[config.mk]
export PLATFORM = sky130hd
export DESIGN_NAME = box_range_relation_check
export DESIGN_NICKNAME = d
export VERILOG_FILES = /design/src/hw/rtl/brrc_pkg.sv /design/src/hw/rtl/brrc_cmp.sv /design/src/hw/rtl/box_range_relation_check.sv
export SDC_FILE = /design/constraint.sdc
export NUM_CORES = 1
export LEC_CHECK = 0
export BUFFER_PORTS_ARGS = -buffer_cell sky130_fd_sc_hd__clkbuf_2
export CORE_MARGIN = 2
export CORE_UTILIZATION = 61
export DETAILED_ROUTE_END_ITERATION = 6
export HOLD_SLACK_MARGIN = 0.12
export PLACE_DENSITY = 0.9
export SLEW_MARGIN = 20
export SYNTH_ARGS = -nofsm -noshare
export SYNTH_HDL_FRONTEND = slang
export SYNTH_HIERARCHICAL = 1
export SYNTH_SLANG_ARGS = --single-unit
[constraint.sdc]
create_clock -name clk -period 12.3 [get_ports clk]
set_input_delay 2.46 -clock clk [delete_from_list [all_inputs] [get_ports clk]]
set_output_delay 2.46 -clock clk [all_outputs]
set_load 0.03 [all_outputs]
[src/hw/rtl/brrc_pkg.sv]
// Shared types and constants for the box range relation check.
// No dependencies; imported by every module of the block.
`default_nettype none

package brrc_pkg;

	// Defaults for the top-level parameters
	localparam int DIMS_DEF        = 2;
	localparam int VALUE_BYTES_DEF = 8;

	// Dimensions carried on the item and configuration ports
	localparam int CARRIED_DIMS = 2;
	localparam int PORT_W       = 64;

	// Configuration register indexes
	localparam int CFG_IDX_W = 3;
	localparam logic [CFG_IDX_W-1:0] REG_QUERY_MODE  = 3'd0;
	localparam logic [CFG_IDX_W-1:0] REG_DIM_COUNT   = 3'd1;
	localparam logic [CFG_IDX_W-1:0] REG_QUERY_MIN_0 = 3'd2;
	localparam logic [CFG_IDX_W-1:0] REG_QUERY_MAX_0 = 3'd3;
	localparam logic [CFG_IDX_W-1:0] REG_QUERY_MIN_1 = 3'd4;
	localparam logic [CFG_IDX_W-1:0] REG_QUERY_MAX_1 = 3'd5;

	// Query modes; the unused code behaves as inclusive range
	localparam logic [1:0] MODE_LESS    = 2'd0;
	localparam logic [1:0] MODE_GREATER = 2'd1;
	localparam logic [1:0] MODE_RANGE   = 2'd2;

	// Commands
	localparam logic CMD_CELL  = 1'b0;
	localparam logic CMD_POINT = 1'b1;

	// Relation codes
	localparam logic [1:0] REL_OUTSIDE  = 2'd0;
	localparam logic [1:0] REL_INSIDE   = 2'd1;
	localparam logic [1:0] REL_CROSSES  = 2'd2;
	localparam logic [1:0] REL_NO_MATCH = 2'd0;
	localparam logic [1:0] REL_MATCH    = 2'd1;

	// Magnitude comparisons of one dimension against the query bounds
	typedef struct packed {
		logic lo_lt_min;
		logic lo_eq_min;
		logic lo_lt_max;
		logic lo_eq_max;
		logic hi_lt_min;
		logic hi_eq_min;
		logic hi_lt_max;
		logic hi_eq_max;
	} cmp_flags_t;

endpackage

`default_nettype wire

[src/hw/rtl/brrc_cmp.sv]
// Per-dimension comparator: cell bounds against query bounds.
// Depends on brrc_pkg for the flag struct.
`default_nettype none

module brrc_cmp #(
	parameter int VALUE_BYTES = brrc_pkg::VALUE_BYTES_DEF
) (
	input  wire logic [8*VALUE_BYTES-1:0] lo,
	input  wire logic [8*VALUE_BYTES-1:0] hi,
	input  wire logic [8*VALUE_BYTES-1:0] qmin,
	input  wire logic [8*VALUE_BYTES-1:0] qmax,
	output brrc_pkg::cmp_flags_t          flags
);
	import brrc_pkg::*;

	always_comb begin
		flags.lo_lt_min = lo < qmin;
		flags.lo_eq_min = lo == qmin;
		flags.lo_lt_max = lo < qmax;
		flags.lo_eq_max = lo == qmax;
		flags.hi_lt_min = hi < qmin;
		flags.hi_eq_min = hi == qmin;
		flags.hi_lt_max = hi < qmax;
		flags.hi_eq_max = hi == qmax;
	end

endmodule

`default_nettype wire

[src/hw/rtl/box_range_relation_check.sv]
// Top level of the box range relation check: config registers and pipeline.
// Depends on brrc_pkg and brrc_cmp.
`default_nettype none

// Compares a cell box or a point with the configured query box and returns one
// relation per transaction. Three register stages (input capture, comparison,
// classification): result_valid is the valid bit of the classification stage, and
// throughput is one transaction per cycle while result_stall is low. A stage moves
// whenever the stage after it is empty or moving, so
// item_stall rises only when all three stages hold a transaction and result_stall
// is high. Configuration must only be written while the pipeline is empty. Only
// the low 8*VALUE_BYTES bits of coordinates and bounds are compared; at most
// min(DIMS, 2) dimensions take part.
module box_range_relation_check #(
	parameter int DIMS        = brrc_pkg::DIMS_DEF,
	parameter int VALUE_BYTES = brrc_pkg::VALUE_BYTES_DEF
) (
	input  wire logic                           clk,
	input  wire logic                           arst_n,
	// configuration
	input  wire logic                           cfg_write,
	input  wire logic [brrc_pkg::CFG_IDX_W-1:0] cfg_index,
	input  wire logic [brrc_pkg::PORT_W-1:0]    cfg_data,
	// items
	input  wire logic                           item_valid,
	output logic                                item_stall,
	input  wire logic                           command,
	input  wire logic [brrc_pkg::PORT_W-1:0]    low_0,
	input  wire logic [brrc_pkg::PORT_W-1:0]    high_0,
	input  wire logic [brrc_pkg::PORT_W-1:0]    low_1,
	input  wire logic [brrc_pkg::PORT_W-1:0]    high_1,
	// results
	output logic                                result_valid,
	input  wire logic                           result_stall,
	output logic [1:0]                          relation
);
	import brrc_pkg::*;

	localparam int VW    = 8 * VALUE_BYTES;
	localparam int LANES = (DIMS < CARRIED_DIMS) ? DIMS : CARRIED_DIMS;

	// Configuration registers
	logic [1:0]    mode_q;
	logic [1:0]    dim_count_q;
	logic [VW-1:0] qmin_q [LANES];
	logic [VW-1:0] qmax_q [LANES];

	always_ff @(posedge clk or negedge arst_n) begin
		if (!arst_n) begin
			mode_q      <= MODE_RANGE;
			dim_count_q <= 2'd1;
			for (int d = 0; d < LANES; d++) begin
				qmin_q[d] <= '0;
				qmax_q[d] <= '1;
			end
		end else if (cfg_write) begin
			if (cfg_index == REG_QUERY_MODE) begin
				mode_q <= cfg_data[1:0];
			end
			if (cfg_index == REG_DIM_COUNT) begin
				dim_count_q <= cfg_data[1:0];
			end
			for (int d = 0; d < LANES; d++) begin
				if (cfg_index == REG_QUERY_MIN_0 + CFG_IDX_W'(2 * d)) begin
					qmin_q[d] <= cfg_data[VW-1:0];
				end
				if (cfg_index == REG_QUERY_MAX_0 + CFG_IDX_W'(2 * d)) begin
					qmax_q[d] <= cfg_data[VW-1:0];
				end
			end
		end
	end

	// Stage advance: a stage loads when it is empty or its content moves on
	logic v_s1, v_s2, v_s3;
	logic adv1, adv2, adv3;

	assign adv3       = !v_s3 || !result_stall;
	assign adv2       = !v_s2 || adv3;
	assign adv1       = !v_s1 || adv2;
	assign item_stall = !adv1;

	logic [VW-1:0] lo_in [CARRIED_DIMS];
	logic [VW-1:0] hi_in [CARRIED_DIMS];

	assign lo_in[0] = low_0[VW-1:0];
	assign hi_in[0] = high_0[VW-1:0];
	assign lo_in[1] = low_1[VW-1:0];
	assign hi_in[1] = high_1[VW-1:0];

	// Stage 1: capture
	logic          cmd_s1;
	logic [VW-1:0] lo_s1 [LANES];
	logic [VW-1:0] hi_s1 [LANES];

	always_ff @(posedge clk or negedge arst_n) begin
		if (!arst_n) begin
			v_s1 <= 1'b0;
		end else if (adv1) begin
			v_s1 <= item_valid;
		end
	end

	always_ff @(posedge clk) begin
		if (adv1 && item_valid) begin
			cmd_s1 <= command;
			for (int d = 0; d < LANES; d++) begin
				lo_s1[d] <= lo_in[d];
				hi_s1[d] <= hi_in[d];
			end
		end
	end

	// Stage 2: comparisons
	cmp_flags_t flags_c  [LANES];
	cmp_flags_t flags_s2 [LANES];
	logic       cmd_s2;

	for (genvar g = 0; g < LANES; g++) begin : g_lane
		brrc_cmp #(
			.VALUE_BYTES(VALUE_BYTES)
		) u_cmp (
			.lo   (lo_s1[g]),
			.hi   (hi_s1[g]),
			.qmin (qmin_q[g]),
			.qmax (qmax_q[g]),
			.flags(flags_c[g])
		);
	end

	always_ff @(posedge clk or negedge arst_n) begin
		if (!arst_n) begin
			v_s2 <= 1'b0;
		end else if (adv2) begin
			v_s2 <= v_s1;
		end
	end

	always_ff @(posedge clk) begin
		if (adv2 && v_s1) begin
			cmd_s2 <= cmd_s1;
			for (int d = 0; d < LANES; d++) begin
				flags_s2[d] <= flags_c[d];
			end
		end
	end

	// Stage 3: classification
	logic [1:0] n_active;
	logic       outside_c, cross_c, fail_c;
	logic [1:0] relation_c;
	logic [1:0] relation_s3;

	always_comb begin
		n_active = (dim_count_q > 2'(LANES)) ? 2'(LANES) : dim_count_q;
		outside_c = 1'b0;
		cross_c   = 1'b0;
		fail_c    = 1'b0;
		for (int d = 0; d < LANES; d++) begin
			if (2'(d) < n_active) begin
				unique case (mode_q)
					MODE_LESS: begin
						outside_c |= !flags_s2[d].lo_lt_max;
						fail_c    |= !flags_s2[d].lo_lt_max;
						cross_c   |= flags_s2[d].lo_lt_min || flags_s2[d].lo_eq_min
							|| !flags_s2[d].hi_lt_max;
					end
					MODE_GREATER: begin
						outside_c |= flags_s2[d].hi_lt_min || flags_s2[d].hi_eq_min;
						fail_c    |= flags_s2[d].lo_lt_min || flags_s2[d].lo_eq_min;
						cross_c   |= flags_s2[d].lo_lt_min || flags_s2[d].lo_eq_min
							|| !flags_s2[d].hi_lt_max;
					end
					default: begin
						// inclusive range, also for the unused mode code
						outside_c |= !(flags_s2[d].lo_lt_max || flags_s2[d].lo_eq_max)
							|| flags_s2[d].hi_lt_min;
						fail_c    |= flags_s2[d].lo_lt_min
							|| !(flags_s2[d].lo_lt_max || flags_s2[d].lo_eq_max);
						cross_c   |= flags_s2[d].lo_lt_min
							|| !(flags_s2[d].hi_lt_max || flags_s2[d].hi_eq_max);
					end
				endcase
			end
		end
		// an outside dimension anywhere wins over crossing
		if (cmd_s2 == CMD_POINT) begin
			relation_c = fail_c ? REL_NO_MATCH : REL_MATCH;
		end else if (outside_c) begin
			relation_c = REL_OUTSIDE;
		end else begin
			relation_c = cross_c ? REL_CROSSES : REL_INSIDE;
		end
	end

	always_ff @(posedge clk or negedge arst_n) begin
		if (!arst_n) begin
			v_s3 <= 1'b0;
		end else if (adv3) begin
			v_s3 <= v_s2;
		end
	end

	always_ff @(posedge clk) begin
		if (adv3 && v_s2) begin
			relation_s3 <= relation_c;
		end
	end

	assign result_valid = v_s3;
	assign relation     = relation_s3;

endmodule

`default_nettype wire

# After elaboration in Yosys (flattened, before gate mapping)
# Memory sizes are Yosys's and may differ from the RTL's.
# Index checks and enable logic that the tools add are counted.
[totals]
register_bits = 267
in_bits = 329
out_inout_bits = 4
mem_count = 3
mem_bits_rw = 272
elab_cells = 113
[mem_list]
columns = ["name", "words", "word_bits", "rd", "rd_ports_with_merged_regs", "wr", "line_no", "rtl"]
rows = [
  ["hi_s1", 2, 64, 2, 0, 2, "box_range_relation_check.sv:94", "logic [VW-1:0] hi_s1 [LANES];"],
  ["lo_s1", 2, 64, 2, 0, 2, "box_range_relation_check.sv:93", "logic [VW-1:0] lo_s1 [LANES];"],
  ["flags_s2", 2, 8, 2, 0, 2, "box_range_relation_check.sv:116", "cmp_flags_t flags_s2 [LANES];"],
]
[classes]
muxes = 21
n_reduce_logical = 44
order_cmp = 11
bitwise_logic = 8
eq_ne = 14
[ops]
columns = ["op", "count"]
rows = [
  ["== test 64 bit", 8],
  ["less-than comparator 64 bit", 8],
  ["logical OR 1 bit", 19],
  ["logical NOT 1 bit", 13],
  ["two-way mux 1 bit", 13],
  ["AND reduction 2 bit", 6],
  ["two-way mux 2 bit", 4],
  ["bitwise OR 1 bit", 8],
  ["one-hot mux 1 bit (2 select lines)", 4],
  ["== test 3 x 2 -> 1 bit, second input constant", 2],
  ["== test 3 bit, second input constant", 2],
  ["less-than comparator 1 x 2 -> 1 bit, first input constant", 2],
  ["== test 3 x 1 -> 1 bit, second input constant", 1],
  ["logical AND 1 bit", 3],
  ["logical NOT 3 bit", 1],
  ["== test 2 x 1 -> 1 bit, second input constant", 1],
  ["greater-than comparator 2 bit, second input constant", 1],
  ["logical NOT 2 bit", 1],
  ["OR reduction 2 bit", 1],
]

# Depth between registers and ports, before layout
# Gate-level depths: netlist (run 1).
[logic_depth]
word_depth = 11
ltp_mapped = 8
depth_no_buf = 8

# Hierarchy
# The synthesis (run 1) kept the hierarchy.
[by_module_without_submodules]
columns = ["module", "cells_per_inst", "area_each_um2", "seq_area_each_um2", "n_inst"]
rows = [
  ["box_range_relation_check", 871, 18486.5, 15031.9, 1],
  ["brrc_cmp", 795, 5973.2, 0.0, 2],
]

# Worst setup path before layout (run 1)
# No wires, ideal clock.
[synth_timing]
kind = "input port to flip-flop"
from = "input port result_stall"
to = "register cmd_s1, enable pin"
setup_time_ns = 0.652
slack_ns = 3.222
t_required_ns = 11.648
t_arrival_ns = 8.426
n_path_buf = 0
path_stages = 2
path_cell_list = "nand4_1 and2_1"
[synth_between]
elab_chain_cells = 5
[synth_lines]
columns = ["element", "line_no", "rtl"]
rows = [
  ["start, declared", "box_range_relation_check.sv:34", "input wire logic result_stall,"],
  ["logical NOT 1 bit", "box_range_relation_check.sv:78", "assign adv3 = !v_s3 || !result_stall;"],
  ["logical OR 1 bit", "box_range_relation_check.sv:78", ""],
  ["logical OR 1 bit", "box_range_relation_check.sv:79", "assign adv2 = !v_s2 || adv3;"],
  ["logical OR 1 bit", "box_range_relation_check.sv:80", "assign adv1 = !v_s1 || adv2;"],
  ["logical AND 1 bit", "box_range_relation_check.sv:105", "if (adv1 && item_valid) begin"],
  ["end signal, assigned", "box_range_relation_check.sv:106", "cmd_s1 <= command;"],
  ["end, declared", "box_range_relation_check.sv:92", "logic cmd_s1;"],
]
# Every way passes these cells.
# A chain may end at the register's enable or synchronous reset.

# Worst setup path in the final report (run 1)
[layout_timing]
from = "input port result_stall"
to = "output port item_stall"
[layout_between]
elab_chain_cells = 5
[layout_lines]
columns = ["element", "line_no", "rtl"]
rows = [
  ["logical NOT 1 bit", "box_range_relation_check.sv:78", ""],
  ["logical OR 1 bit", "box_range_relation_check.sv:78", ""],
  ["logical OR 1 bit", "box_range_relation_check.sv:79", ""],
  ["logical OR 1 bit", "box_range_relation_check.sv:80", ""],
  ["logical NOT 1 bit", "box_range_relation_check.sv:81", "assign item_stall = !adv1;"],
  ["end, declared", "box_range_relation_check.sv:26", "output logic item_stall,"],
]
# Every way passes these cells.

==> flow_summary.yaml, run 1 <==
outcome:
  status: "complete, no violations"
global_route:
  grt_max_degree: 169
  grt_use_total_pct: 32.33
  antenna_found_initial: 3
  grt_pass1_vias: 22790
  grt-ovfl-total: 0
  grt_pass1_wl_um: 126000
die:
  core_um2: 49050
  die_w_um: 227.4
  die-area_um2: 51690
  fp-row-count: 81
  initial_core_util_pct: 62.04
  die_height_um: 227.4
  io_pins: 333
pwr:
  intPower_mw: 3.990
  p_leak_nw: 15.88
  vdd_drop_max_mv: 0.1685
  finalPower_mw: 5.751
  combPwrFrac_pct: 26.2
  p_sw_share_pct: 30.62
  p_seq_share_pct: 42.0
  cellPowerDensity_nw_per_um2: 165.0
  power_switching_mw: 1.761
  p_clk_share_pct: 31.8
synthesis:
  yosysTopAreaCell: "edfxtp_1"
  synth_area_um2: 30430
  synth_area_leaders: "edfxtp_1, ha_1, dfstp_2"
  synth_cell_type_count: 56
  syn_area_per_cell_um2: 12.37
  syn_inst: 2461
  syn_nets: 3302
  ys_async_sr_fraction_pct: 48.79
  ys_seq_elements: 539
  synth-main-ff-cell: "edfxtp_1"
  yosysSeqAreaShare_pct: 49.39
  yosys.area.top_type_share_pct: 27.23
  synth_edf_count: 276
  ys_warn_count: 6
setup_path:
  critPathCaptureType: "output port"
  crit_path_cell_trace: "clkbuf_2 > nand4_1 > inv_1 > clkbuf_2"
  critPathBufInv: 3
  crit_arrival_ns: 3.01
  worstSetupStartpointType: "input port"
  cp_common_cell: "clkbuf_2"
  worstPathMaxFanout: 4
  crit_slowest_cell: "clkbuf_2"
  critPathRequiredTime_ns: 9.84
  crit_type: "input port to output port"
  path_delay_family: "buffers and inverters"
  slowest_delay_ns: 0.20
clock_network:
  cts_hold_buf: 0
  cts_setup_buffers: 0
  path_clk_slew_ns: 0.06
  htreeDepth: 2
  clock-sinks: 539
  clk_latency_ns: 0.62
  tritoncts: "built"
  numCtsBuffers: 57
  cts-root-buf: "clkbuf_16"
  clockBufferDepth: 3
  cts-resized-gates: 0
sta:
  fmax_mhz: 182.7
  min_period_ns: 5.473
  skew_ns: 0.01457
  min_period_over_period_pct: 44.49
  finalHoldViolCount: 0
  setup_slack_ns: 6.827
  tightest_slew_ns: 1.037
  maxSlewViolCount: 0
  slew_headroom_pct: 30.85
  rsz0062_at_grt: "false"
  final.setup.tns_ns: 0
  setup_viol: 0
placed_design:
  dpl_worst_slack_ns: 6.839
  dp_hpwl_um: 64730
  port_buffers: 332
  gp_congestion: 0.9521
  dp_cells: 3440
routing:
  drt_iter0_drc: 1456
  drt.antenna.violating_nets: 0
  drc_errors: 0
  wl_um: 82080
  firstDrtPassIters: 7
  via_per_inst: 6.093
  post_drt_wl_per_cell_um: 23.11
  vias: 21640
run:
  maxCapViolCount: 0
final_layout:
  fillerInstances: 3402
  final_nets: 3678
  post-route-util_pct: 71.05
  syn2layout_area_growth_pct: 14.53
  layoutNonFillerInstCount: 3551
  drive_above_1_share_pct: 29.07
worst_hold_path:
  hold_class: "flop to flop"
## cells in the final DEF, fill, tap and decap left out, types with 10 or more instances in the layout
cell | Yosys | final
inv_1 | 276 | 276
or3_1 | 10 | 10
clkbuf_16 | 0 | 61
dfstp_2 | 130 | 130
a211oi_1 | 20 | 20
nand2_1 | 123 | 123
nand4_1 | 89 | 89
dfrtp_1 | 133 | 133
edfxtp_1 | 276 | 276
nor4_1 | 18 | 18
clkbuf_2 | 0 | 331
a21o_1 | 35 | 35
a221oi_1 | 16 | 16
clkbuf_1 | 0 | 11
a21oi_1 | 201 | 201
a221o_1 | 18 | 18
ha_1 | 512 | 512
mux2_2 | 251 | 251
and4_1 | 18 | 18
o21ai_0 | 67 | 67
nor3_1 | 22 | 22
nand3_1 | 59 | 59
nor2_1 | 52 | 52
## state kept, by name, indices dropped and copies added, names as in the netlist
name,flops
v_s2,1
dim_count_q,2
hi_s1,128
qmax_q,128
cmd_s2,1
lo_s1,128
qmin_q,128
flags_s2,16
relation,2
cmd_s1,1
mode_q,2
v_s1,1
result_valid,1
## power groups by stage
stage,Clock (mW),Combinational [mW],Sequential (mW)
6_report,1.83,1.50,2.42
5_1_grt,1.93,1.70,2.44
4_1_cts,1.85,1.49,2.41
3_5_place_dp,0,1.47,2.44
3_3_place_gp,0,1.37,2.43
2_1_floorplan,0,1.01,2.39
## final cells by class
class                      count  area [µm²]  area share [%]
tap                          664       830.8           2.384
multi-input combinational   1620       14150           40.59
clock inverter                33       396.6           1.138
sequential                   539       15030           43.13
antenna                        1       2.502        0.007180
timing repair buffer         343        1799           5.162
inverter                     276        1036           2.972
clock buffer                  75        1609           4.617
## worst paths after layout
check | start | end | slack, ns | cells past startpoint
max in group asynchronous | arst_n | qmin_q[103] | 8.55 | 3
min in group asynchronous | arst_n | qmin_q[16] | 1.85 | 1
worst min-delay path | cmd_s1 | cmd_s2 | 0.42 | 0
worst max register to register | qmax_q[25] | flags_s2[0][13] | 8.97 | 8
worst min register to register | cmd_s1 | cmd_s2 | 0.42 | 0
worst max-delay path | result_stall | item_stall | 6.83 | 4
## per-layer routing
metal  global-route usage, %  vias up  wire length [µm]
li1                        -     9934                 -
met1                   41.17    10610             33310
met2                   55.35      876             39720
met3                   4.491      217              5194
met4                   13.96        4              3831
met5                       0        -                25
## synthesized netlist by cell type (all sizes together), types with 23 or more instances
cell,instances
ha,512
edfxtp,276
inv,276
mux2,260
a21oi,201
dfrtp,133
dfstp,130
nand2,125
nand4,89
o21ai,67
nand3,60
nor2,53
a21o,35
buf,26
nor3,23
## stage by stage
stage	hold WS [ns]	instance area, µm²
global placement	0.4071	32800
CTS	0.4243	34800
floorplan	0.4003	30430
detailed placement	0.4089	32800
finish	0.4221	34850
global route	0.4273	34850
## kinds of logic (layout without fill, tap and decap cells)
| kind of cell | after synthesis | count (layout) | share of synthesized area [%] |
|---|---|---|---|
| other cells | 0 | 1 | 0 |
| buf+inv | 302 | 727 | 4.128 |
| compound gates | 393 | 393 | 7.725 |
| flops | 539 | 539 | 49.39 |
| mux | 260 | 260 | 9.621 |
| simple gates | 455 | 455 | 8.083 |
| fa+ha+maj | 512 | 512 | 21.05 |
(Power assumes the default switching activity.)
==> run 2, diff against run 1 <==
--- a/config.mk
+++ b/config.mk
@@ -7,10 +7,10 @@
 export LEC_CHECK = 0
 export BUFFER_PORTS_ARGS = -buffer_cell sky130_fd_sc_hd__clkbuf_2
 export CORE_MARGIN = 2
-export CORE_UTILIZATION = 61
+export CORE_UTILIZATION = 60
 export DETAILED_ROUTE_END_ITERATION = 6
 export HOLD_SLACK_MARGIN = 0.12
-export PLACE_DENSITY = 0.9
+export PLACE_DENSITY = 0.89
 export SLEW_MARGIN = 20
 export SYNTH_ARGS = -nofsm -noshare
 export SYNTH_HDL_FRONTEND = slang
==> constraint.sdc (replaced) <==
create_clock -name clk -period 5.5 [get_ports clk]
set_input_delay 1.1 -clock clk [delete_from_list [all_inputs] [get_ports clk]]
set_output_delay 1.1 -clock clk [all_outputs]
set_load 0.03 [all_outputs]
==> run 2 against run 1 <==
Net effect:
- global-route usage shrank 0.43 points
- via count grew 0.40%
- sequential share of layout area is essentially flat
- register-to-register slack lost 6.6 ns
- cell count grew 0.42%
- utilization shrank 1.5 points
- critical path type is now flop to flop
==> flow_summary.yaml, run 2 (same netlist as run 1, synthesis figures left out) <==
outcome:
  status: "complete, no violations"
clock_network:
  clk_latency_ns: 0.63
  numCtsBuffers: 59
  cts-resized-gates: 0
  clock-sinks: 539
  cts_setup_buffers: 0
  path_clk_slew_ns: 0.07
  clockBufferDepth: 3
  cts_hold_buf: 0
  htreeDepth: 2
  tritoncts: "built"
  cts-root-buf: "clkbuf_16"
setup_path:
  slowest_delay_ns: 0.99
  crit_type: "flop to flop"
  worstPathMaxFanout: 2
  crit_path_cell_trace: "inv_1 > ha_1 > a21oi_1 > o21ai_0 > a221o_1 > a2111oi_0 > o211ai_1 > a21oi_1"
  worstSetupStartpointType: "flop"
  crit_slowest_cell: "a2111oi_0"
  critPathCaptureType: "flop"
  crit_arrival_ns: 3.57
  critPathRequiredTime_ns: 5.98
  cp_common_cell: "a21oi_1"
sta:
  min_period_ns: 3.086
  setup_viol: 0
  finalHoldViolCount: 0
  rsz0062_at_grt: "false"
  final.setup.tns_ns: 0
  slew_headroom_pct: 20.57
  maxSlewViolCount: 0
  min_period_over_period_pct: 56.12
  fmax_mhz: 324.0
  skew_ns: 0.02854
  tightest_slew_ns: 1.161
pwr:
  finalPower_mw: 12.74
  cellPowerDensity_nw_per_um2: 365.7
  vdd_drop_max_mv: 0.2889
  p_leak_nw: 15.90
run:
  maxCapViolCount: 0
die:
  die_w_um: 229.2
  die-area_um2: 52540
  die_height_um: 229.2
  initial_core_util_pct: 60.78
  io_pins: 333
  fp-row-count: 82
  core_um2: 50070
routing:
  firstDrtPassIters: 5
  vias: 21720
  drc_errors: 0
  via_per_inst: 6.092
  drt_iter0_drc: 1478
  drt.antenna.violating_nets: 0
  post_drt_wl_per_cell_um: 23.30
  wl_um: 83090
placed_design:
  gp_congestion: 0.9521
  port_buffers: 332
  dp_hpwl_um: 64910
final_layout:
  drive_above_1_share_pct: 29.13
  mostFrequentLayoutCell: "ha_1"
  syn2layout_area_growth_pct: 14.48
  final_nets: 3680
  mostFrequentLayoutCells: "ha_1, clkbuf_2, inv_1, edfxtp_1, mux2_2"
worst_hold_path:
  hold_class: "flop to flop"
global_route:
  grt_pass1_wl_um: 128100
  grt_pass1_vias: 22860
  grt-ovfl-total: 0
  grt_use_total_pct: 31.90
  grt_max_degree: 123
  antenna_found_initial: 4
## run 2: cell count changes in the layout (fill, tap and decap cells not counted), sizes merged
cell	delta
diode	+3
clkinv	+10
bufinv	-5
inv	+3
clkinvlp	-4
## run 2: critical path, delay by kind of cell (launching register included)
| kind | cells | cell delay, ns |
|---|---|---|
| AO/OA/AOI/OAI | 6 | 2.06 |
| flip-flops | 1 | 0.53 |
| adder cells (fa/ha/maj) | 1 | 0.29 |
| buffers and inverters | 1 | 0.07 |
## run 2: metrics by stage
step                      area (µm²)  setup WS, ns  util, %  std cells  hold slack [ns]
after floorplan                30430        0.6907        -       2461           0.4003
after global placement         32840         2.206    65.59       3449           0.4116
after detailed placement       32840         2.124    65.59       3449           0.4309
after CTS                      34800         2.447    69.51       3561           0.4440
after global routing           34830         2.407    69.56       3562           0.4628
final                          34840         2.414    69.58       3566           0.4439
## run 2: cell type report
type | count | area, µm²
Antenna cell | 4 | 10.01
Clock buffer | 75 | 1672
Clock inverter | 37 | 290.3
Fill cell | 3560 | 15230
Inverter | 276 | 1036
Multi-Input combinational cell | 1620 | 14150
Sequential cell | 539 | 15030
Tap cell | 672 | 840.8
Timing Repair Buffer | 343 | 1812
## run 2: report_power, final
group / switching (mW) / leakage, nW / internal (mW)
clock: 1.67 / 0.968 / 2.29
combinational: 1.93 / 9.30 / 1.45
sequential: 0.368 / 5.63 / 5.03
total: 3.97 / 15.9 / 8.77
## run 2: worst paths after layout
path	slack [ns]	to	cells after the start	startpoint
setup / recovery	2.41	flags_s2[0][13]	8	qmax_q[27]
hold / removal	0.44	cmd_s2	0	cmd_s1
setup reg to reg	2.41	flags_s2[0][13]	8	qmax_q[27]
hold reg to reg	0.44	cmd_s2	0	cmd_s1
max in group asynchronous	3.70	qmin_q[45]	2	arst_n
min in group asynchronous	0.53	qmin_q[14]	1	arst_n
## run 2: routing by layer
layer | track usage, % | wire length (µm) | up-vias
met2 | 53.51 | 39770 | 873
met3 | 5.129 | 5771 | 218
met4 | 14.00 | 3722 | 4
li1 | - | - | 9937
met5 | 0 | 27 | -
met1 | 41.02 | 33810 | 10690
